--- src/design/sfir_pkg.sv ---
// Shared types and constants for the symmetric FIR low-pass block.
// Used by sfir_line, sfir_mac and symmetric_fir_lowpass; depends on nothing.
`default_nettype none

package sfir_pkg;

  // Filter geometry
  localparam int TAPS     = 15;
  localparam int LINE_LEN = TAPS | 1;
  localparam int HALF     = (LINE_LEN - 1) / 2;
  localparam int NPAIR    = HALF + 1;
  localparam int CNT_W    = (NPAIR > 1) ? $clog2(NPAIR) : 1;

  // Coefficient register file
  localparam int NCOEF      = 8;
  localparam int COEF_IDX_W = 3;
  localparam int CFG_IDX_W  = 4;

  localparam int SAMPLE_W = 24;
  localparam int COEF_W   = 20;
  localparam int PAIR_W   = SAMPLE_W + 1;
  localparam int PROD_W   = PAIR_W + COEF_W;
  localparam int ACC_W    = 48;
  localparam int FRAC_W   = 16;
  localparam int Q_W      = ACC_W - FRAC_W;

  typedef logic signed [SAMPLE_W-1:0] sample_t;
  typedef logic signed [COEF_W-1:0]   coef_t;
  typedef logic signed [PAIR_W-1:0]   pair_t;
  typedef logic signed [PROD_W-1:0]   prod_t;
  typedef logic signed [ACC_W-1:0]    acc_t;
  typedef logic signed [Q_W-1:0]      q_t;

  localparam coef_t   COEF_CENTER_RST = 20'sd65536;
  localparam sample_t SAMPLE_MAX      = 24'sh7FFFFF;
  localparam sample_t SAMPLE_MIN      = 24'sh800000;
  localparam q_t      Q_MAX           = 32'sd8388607;
  localparam q_t      Q_MIN           = -32'sd8388608;

  // Control from the sequencer to the multiply-accumulate unit
  typedef struct packed {
    logic clear;
    logic mul_en;
  } mac_ctl_t;

endpackage

`default_nettype wire

--- src/design/sfir_line.sv ---
// Sample delay line and symmetric pair adders.
// Depends on sfir_pkg.
`default_nettype none

module sfir_line (
  input  wire logic             clk,
  input  wire logic             rst,
  input  wire logic             shift_en,
  input  wire sfir_pkg::sample_t sample_in,
  output sfir_pkg::pair_t       pairs [sfir_pkg::NPAIR]
);

  sfir_pkg::sample_t line [sfir_pkg::LINE_LEN];

  always_ff @(posedge clk) begin
    if (rst) begin
      for (int i = 0; i < sfir_pkg::LINE_LEN; i++) begin
        line[i] <= '0;
      end
    end else if (shift_en) begin
      for (int i = 0; i < sfir_pkg::LINE_LEN - 1; i++) begin
        line[i] <= line[i + 1];
      end
      line[sfir_pkg::LINE_LEN - 1] <= sample_in;
    end
  end

  // pair 0 is the center tap alone, pair k folds the taps k away from center
  assign pairs[0] = sfir_pkg::pair_t'(line[sfir_pkg::HALF]);

  for (genvar k = 1; k < sfir_pkg::NPAIR; k++) begin : g_pair
    assign pairs[k] = sfir_pkg::pair_t'(line[sfir_pkg::HALF + k])
                    + sfir_pkg::pair_t'(line[sfir_pkg::HALF - k]);
  end

endmodule

`default_nettype wire

--- src/design/sfir_mac.sv ---
// Shared multiply-accumulate unit with truncate-toward-zero scaling and saturation.
// Depends on sfir_pkg.
`default_nettype none

module sfir_mac (
  input  wire logic                clk,
  input  wire logic                rst,
  input  wire sfir_pkg::mac_ctl_t  ctl,
  input  wire sfir_pkg::pair_t     pair_op,
  input  wire sfir_pkg::coef_t     coef_op,
  output sfir_pkg::sample_t        result
);

  sfir_pkg::prod_t prod;
  sfir_pkg::prod_t prod_next;
  logic            prod_vld;
  sfir_pkg::acc_t  acc;
  sfir_pkg::q_t    q;
  logic            round_up;

  assign prod_next = pair_op * coef_op;

  always_ff @(posedge clk) begin
    if (ctl.mul_en) begin
      prod <= prod_next;
    end
  end

  always_ff @(posedge clk) begin
    if (rst || ctl.clear) begin
      prod_vld <= 1'b0;
    end else begin
      prod_vld <= ctl.mul_en;
    end
  end

  always_ff @(posedge clk) begin
    if (ctl.clear) begin
      acc <= '0;
    end else if (prod_vld) begin
      acc <= acc + sfir_pkg::acc_t'(prod);
    end
  end

  // arithmetic shift floors; bump negatives with a nonzero fraction toward zero
  assign round_up = acc[sfir_pkg::ACC_W-1] && (|acc[sfir_pkg::FRAC_W-1:0]);
  assign q = sfir_pkg::q_t'(acc[sfir_pkg::ACC_W-1:sfir_pkg::FRAC_W])
           + sfir_pkg::q_t'({1'b0, round_up});

  always_comb begin
    if (q > sfir_pkg::Q_MAX) begin
      result = sfir_pkg::SAMPLE_MAX;
    end else if (q < sfir_pkg::Q_MIN) begin
      result = sfir_pkg::SAMPLE_MIN;
    end else begin
      result = q[sfir_pkg::SAMPLE_W-1:0];
    end
  end

endmodule

`default_nettype wire

--- src/design/symmetric_fir_lowpass.sv ---
// An accepted word passes through the load, multiply, drain and done states to out_valid.
// The single shared 25x20 multiplier steps over the 8 folded coefficient pairs in the multiply
//   state; a new word is taken only once the previous one has left the done state.
//   in_stall is high while an item is in flight.
// A finished word waits in the output register while the next input is taken.
// Reset (rst, synchronous): delay line zeroed, coef_center = 1.0, other coefficients 0.
// Top level: sequencer, coefficient registers, pair shift register; uses sfir_line, sfir_mac.
`default_nettype none

module symmetric_fir_lowpass (
  input  wire logic                             clk,
  input  wire logic                             rst,
  input  wire logic                             in_valid,
  output logic                                  in_stall,
  input  wire sfir_pkg::sample_t                sample_in,
  output logic                                  out_valid,
  input  wire logic                             out_stall,
  output sfir_pkg::sample_t                     sample_out,
  input  wire logic                             cfg_valid,
  output logic                                  cfg_ready,
  input  wire logic [sfir_pkg::CFG_IDX_W-1:0]   cfg_index,
  input  wire sfir_pkg::coef_t                  cfg_data
);

  localparam logic [2:0] ST_IDLE  = 3'd0;
  localparam logic [2:0] ST_LOAD  = 3'd1;
  localparam logic [2:0] ST_MAC   = 3'd2;
  localparam logic [2:0] ST_DRAIN = 3'd3;
  localparam logic [2:0] ST_DONE  = 3'd4;

  logic [2:0]                  state;
  logic [2:0]                  state_next;
  logic [sfir_pkg::CNT_W-1:0]  cnt;
  sfir_pkg::coef_t             coef [sfir_pkg::NCOEF];
  sfir_pkg::pair_t             pairs [sfir_pkg::NPAIR];
  sfir_pkg::pair_t             pair_q [sfir_pkg::NPAIR];
  sfir_pkg::mac_ctl_t          mac_ctl;
  sfir_pkg::sample_t           mac_result;
  logic                        in_take;
  logic                        out_load;
  logic                        last_step;

  assign in_stall  = (state != ST_IDLE);
  assign in_take   = in_valid && !in_stall;
  assign cfg_ready = 1'b1;
  assign last_step = (cnt == sfir_pkg::CNT_W'(sfir_pkg::NPAIR - 1));
  assign out_load  = (state == ST_DONE) && (!out_valid || !out_stall);

  assign mac_ctl.clear  = (state == ST_LOAD);
  assign mac_ctl.mul_en = (state == ST_MAC);

  // Coefficient registers; indexes past the file are dropped
  always_ff @(posedge clk) begin
    if (rst) begin
      coef[0] <= sfir_pkg::COEF_CENTER_RST;
      for (int i = 1; i < sfir_pkg::NCOEF; i++) begin
        coef[i] <= '0;
      end
    end else if (cfg_valid && cfg_ready
                 && (cfg_index < sfir_pkg::CFG_IDX_W'(sfir_pkg::NCOEF))) begin
      coef[cfg_index[sfir_pkg::COEF_IDX_W-1:0]] <= cfg_data;
    end
  end

  always_comb begin
    state_next = state;
    case (state)
      ST_IDLE:  if (in_take) state_next = ST_LOAD;
      ST_LOAD:  state_next = ST_MAC;
      ST_MAC:   if (last_step) state_next = ST_DRAIN;
      ST_DRAIN: state_next = ST_DONE;
      ST_DONE:  if (out_load) state_next = ST_IDLE;
      default:  state_next = ST_IDLE;
    endcase
  end

  always_ff @(posedge clk) begin
    if (rst) begin
      state <= ST_IDLE;
      cnt   <= '0;
    end else begin
      state <= state_next;
      if (state == ST_LOAD) begin
        cnt <= '0;
      end else if (state == ST_MAC) begin
        cnt <= cnt + 1'b1;
      end
    end
  end

  // Folded pairs shift down one slot per multiply
  always_ff @(posedge clk) begin
    if (state == ST_LOAD) begin
      pair_q <= pairs;
    end else if (state == ST_MAC) begin
      for (int k = 0; k < sfir_pkg::NPAIR - 1; k++) begin
        pair_q[k] <= pair_q[k + 1];
      end
    end
  end

  always_ff @(posedge clk) begin
    if (rst) begin
      out_valid <= 1'b0;
    end else if (out_load) begin
      out_valid <= 1'b1;
    end else if (!out_stall) begin
      out_valid <= 1'b0;
    end
  end

  always_ff @(posedge clk) begin
    if (out_load) begin
      sample_out <= mac_result;
    end
  end

  sfir_line u_line (
    .clk       (clk),
    .rst       (rst),
    .shift_en  (in_take),
    .sample_in (sample_in),
    .pairs     (pairs)
  );

  sfir_mac u_mac (
    .clk     (clk),
    .rst     (rst),
    .ctl     (mac_ctl),
    .pair_op (pair_q[0]),
    .coef_op (coef[sfir_pkg::COEF_IDX_W'(cnt)]),
    .result  (mac_result)
  );

  a_take_loads: assert property (@(posedge clk) disable iff (rst)
    in_take |=> state == ST_LOAD)
    else $error("accepted word did not start a load");

  a_load_starts_mac: assert property (@(posedge clk) disable iff (rst)
    state == ST_LOAD |=> (state == ST_MAC) && (cnt == '0))
    else $error("multiply sequence did not start at pair zero");

  a_drain_done: assert property (@(posedge clk) disable iff (rst)
    state == ST_DRAIN |=> state == ST_DONE)
    else $error("drain did not finish");

  a_out_from_done: assert property (@(posedge clk) disable iff (rst)
    $rose(out_valid) |-> $past(state) == ST_DONE)
    else $error("output word appeared outside the done step");

endmodule

`default_nettype wire

--- config.mk ---
export PLATFORM = sky130hd
export DESIGN_NAME = symmetric_fir_lowpass
export DESIGN_NICKNAME = d
export VERILOG_FILES = /design/src/design/sfir_pkg.sv /design/src/design/sfir_line.sv /design/src/design/sfir_mac.sv /design/src/design/symmetric_fir_lowpass.sv
export SDC_FILE = /design/constraint.sdc
export NUM_CORES = 2
export LEC_CHECK = 0
export ABC_AREA = 1
export BUFFER_PORTS_ARGS = -buffer_cell sky130_fd_sc_hd__buf_4
export CAP_MARGIN = 20
export CORE_MARGIN = 2
export CORE_UTILIZATION = 55
export DETAILED_ROUTE_END_ITERATION = 7
export GPL_TIMING_DRIVEN = 0
export PLACE_DENSITY = 0.83
export SLEW_MARGIN = 40
export SYNTH_ARGS = -nofsm -noshare
export SYNTH_HDL_FRONTEND = slang
export SYNTH_HIERARCHICAL = 1
export SYNTH_SLANG_ARGS = --single-unit
export TNS_END_PERCENT = 30
--- constraint.sdc ---
create_clock -name clk -period 9.8 [get_ports clk]
set_input_delay 0.98 -clock clk [delete_from_list [all_inputs] [get_ports clk]]
set_output_delay 0.98 -clock clk [all_outputs]
set_load 0.02 [all_outputs]
# Word-level counts from Yosys, hierarchy flattened
# Memories as Yosys holds them, arrays and structs flattened. A register that Yosys moved wholly into a read port is not among the register bits.
# Index checks and enable logic that the tools add are counted.
# totals
n_memories,2
ff_bits,325
inputBits,53
latch_bits,0
elab_cells,108
mem_bits_ro,0
output_inout_bits,27
ram_bits,520
# op_classes
eq_ne,9
mux,37
add_sub_neg,10
n_div,0
shifts,0
n_bitwise,15
n_mul,1
reduce_logical,16
n_lt_le_gt_ge,3
# memory_table
name,words,width,read_ports,rd_ports_with_merged_regs,wr,line,source
u_line.line,15,24,15,0,15,sfir_line.sv:13,sfir_pkg::sample_t line [sfir_pkg::LINE_LEN];
coef,8,20,1,1,8,symmetric_fir_lowpass.sv:34,sfir_pkg::coef_t coef [sfir_pkg::NCOEF];
# op_table
operator,n
$mux W24,16
$mux W175,2
$add A24 B24 Y25,7
$add A48 B45 Y48,1
$mul A25 B20 Y45,1
$add A32 B2 Y32,1
$gt A32 B24 Y1 const B,1
$lt A32 B24 Y1 const B,1
$mux W20,1
$reduce_or A20 Y1,1
$mux W3,6
$reduce_or A16 Y1,1
$or A1 B1 Y1,15
$pmux W3 S5,1
$mux W1,11
$eq A3 B2 Y1 const B,2
$eq A3 B3 Y1 const B,2
$ne A2 B2 Y1 const B,3
$logic_and A1 B1 Y1,4
$lt A4 B4 Y1 const B,1
$add A3 B1 Y3 const B,1
$eq A3 B1 Y1 const B,1
$logic_not A1 Y1,3
$logic_not A3 Y1,1
6 further kinds,7

# Longest topological paths before layout
# depth
depth_word,7
mapped_depth,38
depth_no_buf,34

# Hierarchy
# Netlist, hierarchy kept.
# modules_own_cells
mod,cells_each,n_inst,seq_area_each_um2,area_per_inst_um2
sfir_mac,3907,1,2332.2,27636.5
sfir_line,3763,1,10810.4,26220.1
symmetric_fir_lowpass,1596,1,11731.3,16721.0

# Worst setup path after synthesis
# No wires, ideal clock.
# synth_path
path_type,register to register
start,register with a tool-made name
end,register u_mac.prod[44] (data pin)
period_less_slack_ps,7267
n_path_buf,4
path_stages_with_launch,37
setup_time_ps,253
slack_ps,2533
t_arrival_ps,7014
required_time_ps,9547
cell_sequence,dfxtp_1 clkbuf_1 buf_1 nor2_1 o21ai_0 nand2_1 nand2_1 nand2_1 clkbuf_1 clkbuf_1 nand2_1 inv_1 fa_1 inv_1 fa_1 inv_1 fa_1 inv_1 fa_1 inv_1 fa_1 inv_1 fa_1 fa_1 inv_1 ha_1 nand2_1 nor2_1 inv_1 nor2_1 nand2_1 nor3_1 nand2_1 nand3_1 inv_1 nand3_1 nand2_1
# synth_rtl
element,line,source
"end signal, assigned",sfir_mac.sv:25,prod <= prod_next;
"end, declared",sfir_mac.sv:14,sfir_pkg::prod_t prod;

==> summary.md <==
| Metric | Value |
|---|---|
| Status | completed |
| Worst setup path end | u_mac/prod[40] |
| RR Endpoint | u_mac/prod[40] |
| R2R depth | 31 |
| Post-route ant nets | 0 |
| Top-count cell post-synth | nand2_1 |
| Clk slew on worst S/H paths | 60 ps |
| GRT met1 Usage | 0.432 |
| Netlist cell types | 50 |
| Post-Syn Instances | 9,266 |
| Setup Buffers After CTS | 0 |
| Final Hold Fails | 0 |
| Fillers | 11,600 |
| Initial antenna violation count | 1 |
| Hold_sp | u_mac/acc[13] |
| Final setup viols | 0 |
| Setup TNS | 0 ps |
| Inserted Diodes | 0 |
| DP HPWL | 175 mm |
| Multi-input logic area | 36,500 sq um |
| Met2 GRT Util | 0.554 |
| Async set or reset register ratio after synthesis | 0 |
| Post-synth EDFFs | 789 |
| Via/cell ratio | 5.27 |
| WS Path Type | register to register |
| Register Area | 24,900 sq um |
| Root Driver | clkbuf_16 |
| Worst Path Arrival | 9780 ps |
| Vias in the first global route | 58,200 |
| Area Growth Syn to Fin | 8.59% |
| CP required | 10,330 ps |
| Most Crowded Layer GR | met2 |
| Max Cap Viol | 0 |
| Ratio of cells with drive above 1 in the final layout | 0.0447 |
| Critical path fanouts, max | 10 |
| Initial core utilization | 0.553 |
| Clk Latency, worst-skew pair | 710 ps |
| Sequential share of the synthesized area | 0.352 |
| Final WL | 218 mm |
| Min cycle time layout | 9250 ps |
| Clock sink total | 848 |
| Area after DPL | 73,600 sq um |
| Largest net degree at the start of global routing | 47 |
| CP max stage cell | fa_1 |
| Die Y | 362 microns |
| Core ar. | 128,000 sq um |
| 1st-iter DRT viols | 5,942 |
| GR Overflow Total | 0 |
| RSZ-0062 raised after global routing | no |
| Post-route insts no fill | 11,200 |
| Fmax | 0.108 GHz |
| Post-synth top area share | 0.336 |
| CTS Buf Count | 95 |
| YS warnings | 6 |
| Number of port buffers | 78 |
| Boundary pin count | 80 |
| Worst slew pin tran | 943 ps |
| Clock skew | 24.0 ps |
| Via count | 59,000 |
| Synth Flop Type | edfxtp_1 |
| Met3 Use GR | 0.0471 |
| H-Tree Depth | 3 |
| Relative slew margins | 0.371 |
| Die area | 131,000 sq um |
| Die Width | 362 microns |
| Post-Syn Area | 70,600 sq um |
| Initial DRT Pass Iterations | 7 |
| Mapped Nets | 10,200 |
| Clk buf depth | 3 |
| Routed len/inst | 19.5 microns |
| Nets@finish | 10,400 |
| Slowest stage delay, CP | 830 ps |
| Slew Limit Fails | 0 |
| DRC Markers | 0 |
| Crit path top cell by count | inv_1 |
| Reg2Reg Setup Slack | 550 ps |
| Finished Cell Area | 76,600 sq um |
| Post-synth top cells | nand2_1 (2,986), inv_1 (2,113), nor2_1 (1,125), edfxtp_1 (789), fa_1 (518) |
| TritonCTS clock tree | built |
| Inst Count DP | 11,000 |
| Hold_ws | 506 ps |
| Min-Delay Path Class | register to register |
| GP Congestion | 0.992 |
| Final period util | 0.944 |
| Crit end category | register |
| #FFs+latches synth | 848 |
| Std cell rows | 131 |
| Post-synth top area cell | edfxtp_1 |
| CP startpoint kind | register |
| First-pass GRT wire length | 332 mm |
| Tot GR Track Use | 0.334 |
| Largest cells by area after synthesis | edfxtp_1 (34%), nand2_1 (16%), fa_1 (15%) |
| Mean area per synthesized cell | 7.62 sq um |
[cell type report]
cell class / instances / share of cell area
clock inverter: 56 / 0.00648
timing repair buffer: 95 / 0.0120
inverter: 2122 / 0.104
multi-input combinational: 6042 / 0.477
sequential: 848 / 0.325
tap: 1662 / 0.0271
buffer: 254 / 0.0165
clock buffer: 118 / 0.0327
[flip-flops by register name, summed over array words and instances, names as in the netlist, named ones only]
name	flops
pair_q	200
u_mac/prod	45
cnt	3
sample_out	24
u_mac/prod_vld	1
u_line/line	360
coef	160
u_mac/acc	48
out_valid	1
state	3
[timing repair]
action                                  CTS  global route
hold buffers                              0             0
endpoints found under the setup margin    0             3
gates resized for setup                   0             4
[worst max-delay path, delay by kind of cell, from the launching register on]
kind | cells | cell delay [ps]
AO/OA/AOI/OAI | 3 | 590
XOR/XNOR | 1 | 200
AND/OR/NAND/NOR | 7 | 1350
flip-flops | 1 | 320
buffers and inverters | 12 | 2510
adder cells (fa/ha/maj) | 8 | 4100
[cell families after synthesis]
| logic type | synth area share |
|---|---|
| compound gates | 0.0328 |
| xor+xnor | 0.0216 |
| fa+ha+maj | 0.206 |
| buf+inv | 0.131 |
| flops | 0.352 |
| other cells | 0.0000531 |
| simple gates | 0.256 |
[stage by stage]
step,setup WS [ps],util
3_5_place_dp,405,0.577
3_3_place_gp,350,0.574
2_1_floorplan,2530,-
5_1_grt,53.9,0.601
6_report,546,0.601
4_1_cts,340,0.601
[per-layer routing]
layer	part of all wire	vias up
met5	0	-
met4	0.054	0
met3	0.076	596
met2	0.47	2519
met1	0.40	27800
li1	-	28100
[cells in the final DEF (no fill, tap or decap), types with 19 or more instances in the layout]
cell,count
a21oi_1,221
buf_2,62
buf_4,100
clkbuf_1,145
clkbuf_16,96
clkinv_1,21
dfxtp_1,59
edfxtp_1,789
fa_1,518
ha_1,336
inv_1,2111
nand2_1,2977
nand3_1,261
nand4_1,69
nor2_1,1124
nor2_2,25
nor3_1,34
o21ai_0,144
o21ai_1,19
o21bai_1,24
xor2_1,159
[worst min-delay path by stage]
stage | to | slack, ps | cells past startpoint
finish | u_mac/acc[13] | 510 | 2
global route | pair_q[194] | 520 | 2
CTS | u_line/line[14][9] | 500 | 3
detailed placement | u_mac/acc[13] | 490 | 2
global placement | u_mac/acc[0] | 480 | 2
floorplan | u_mac/acc[0] | 460 | 2
Power is not shown: default switching activity piles up to over one toggle a cycle in this logic, so the estimate is an artifact.
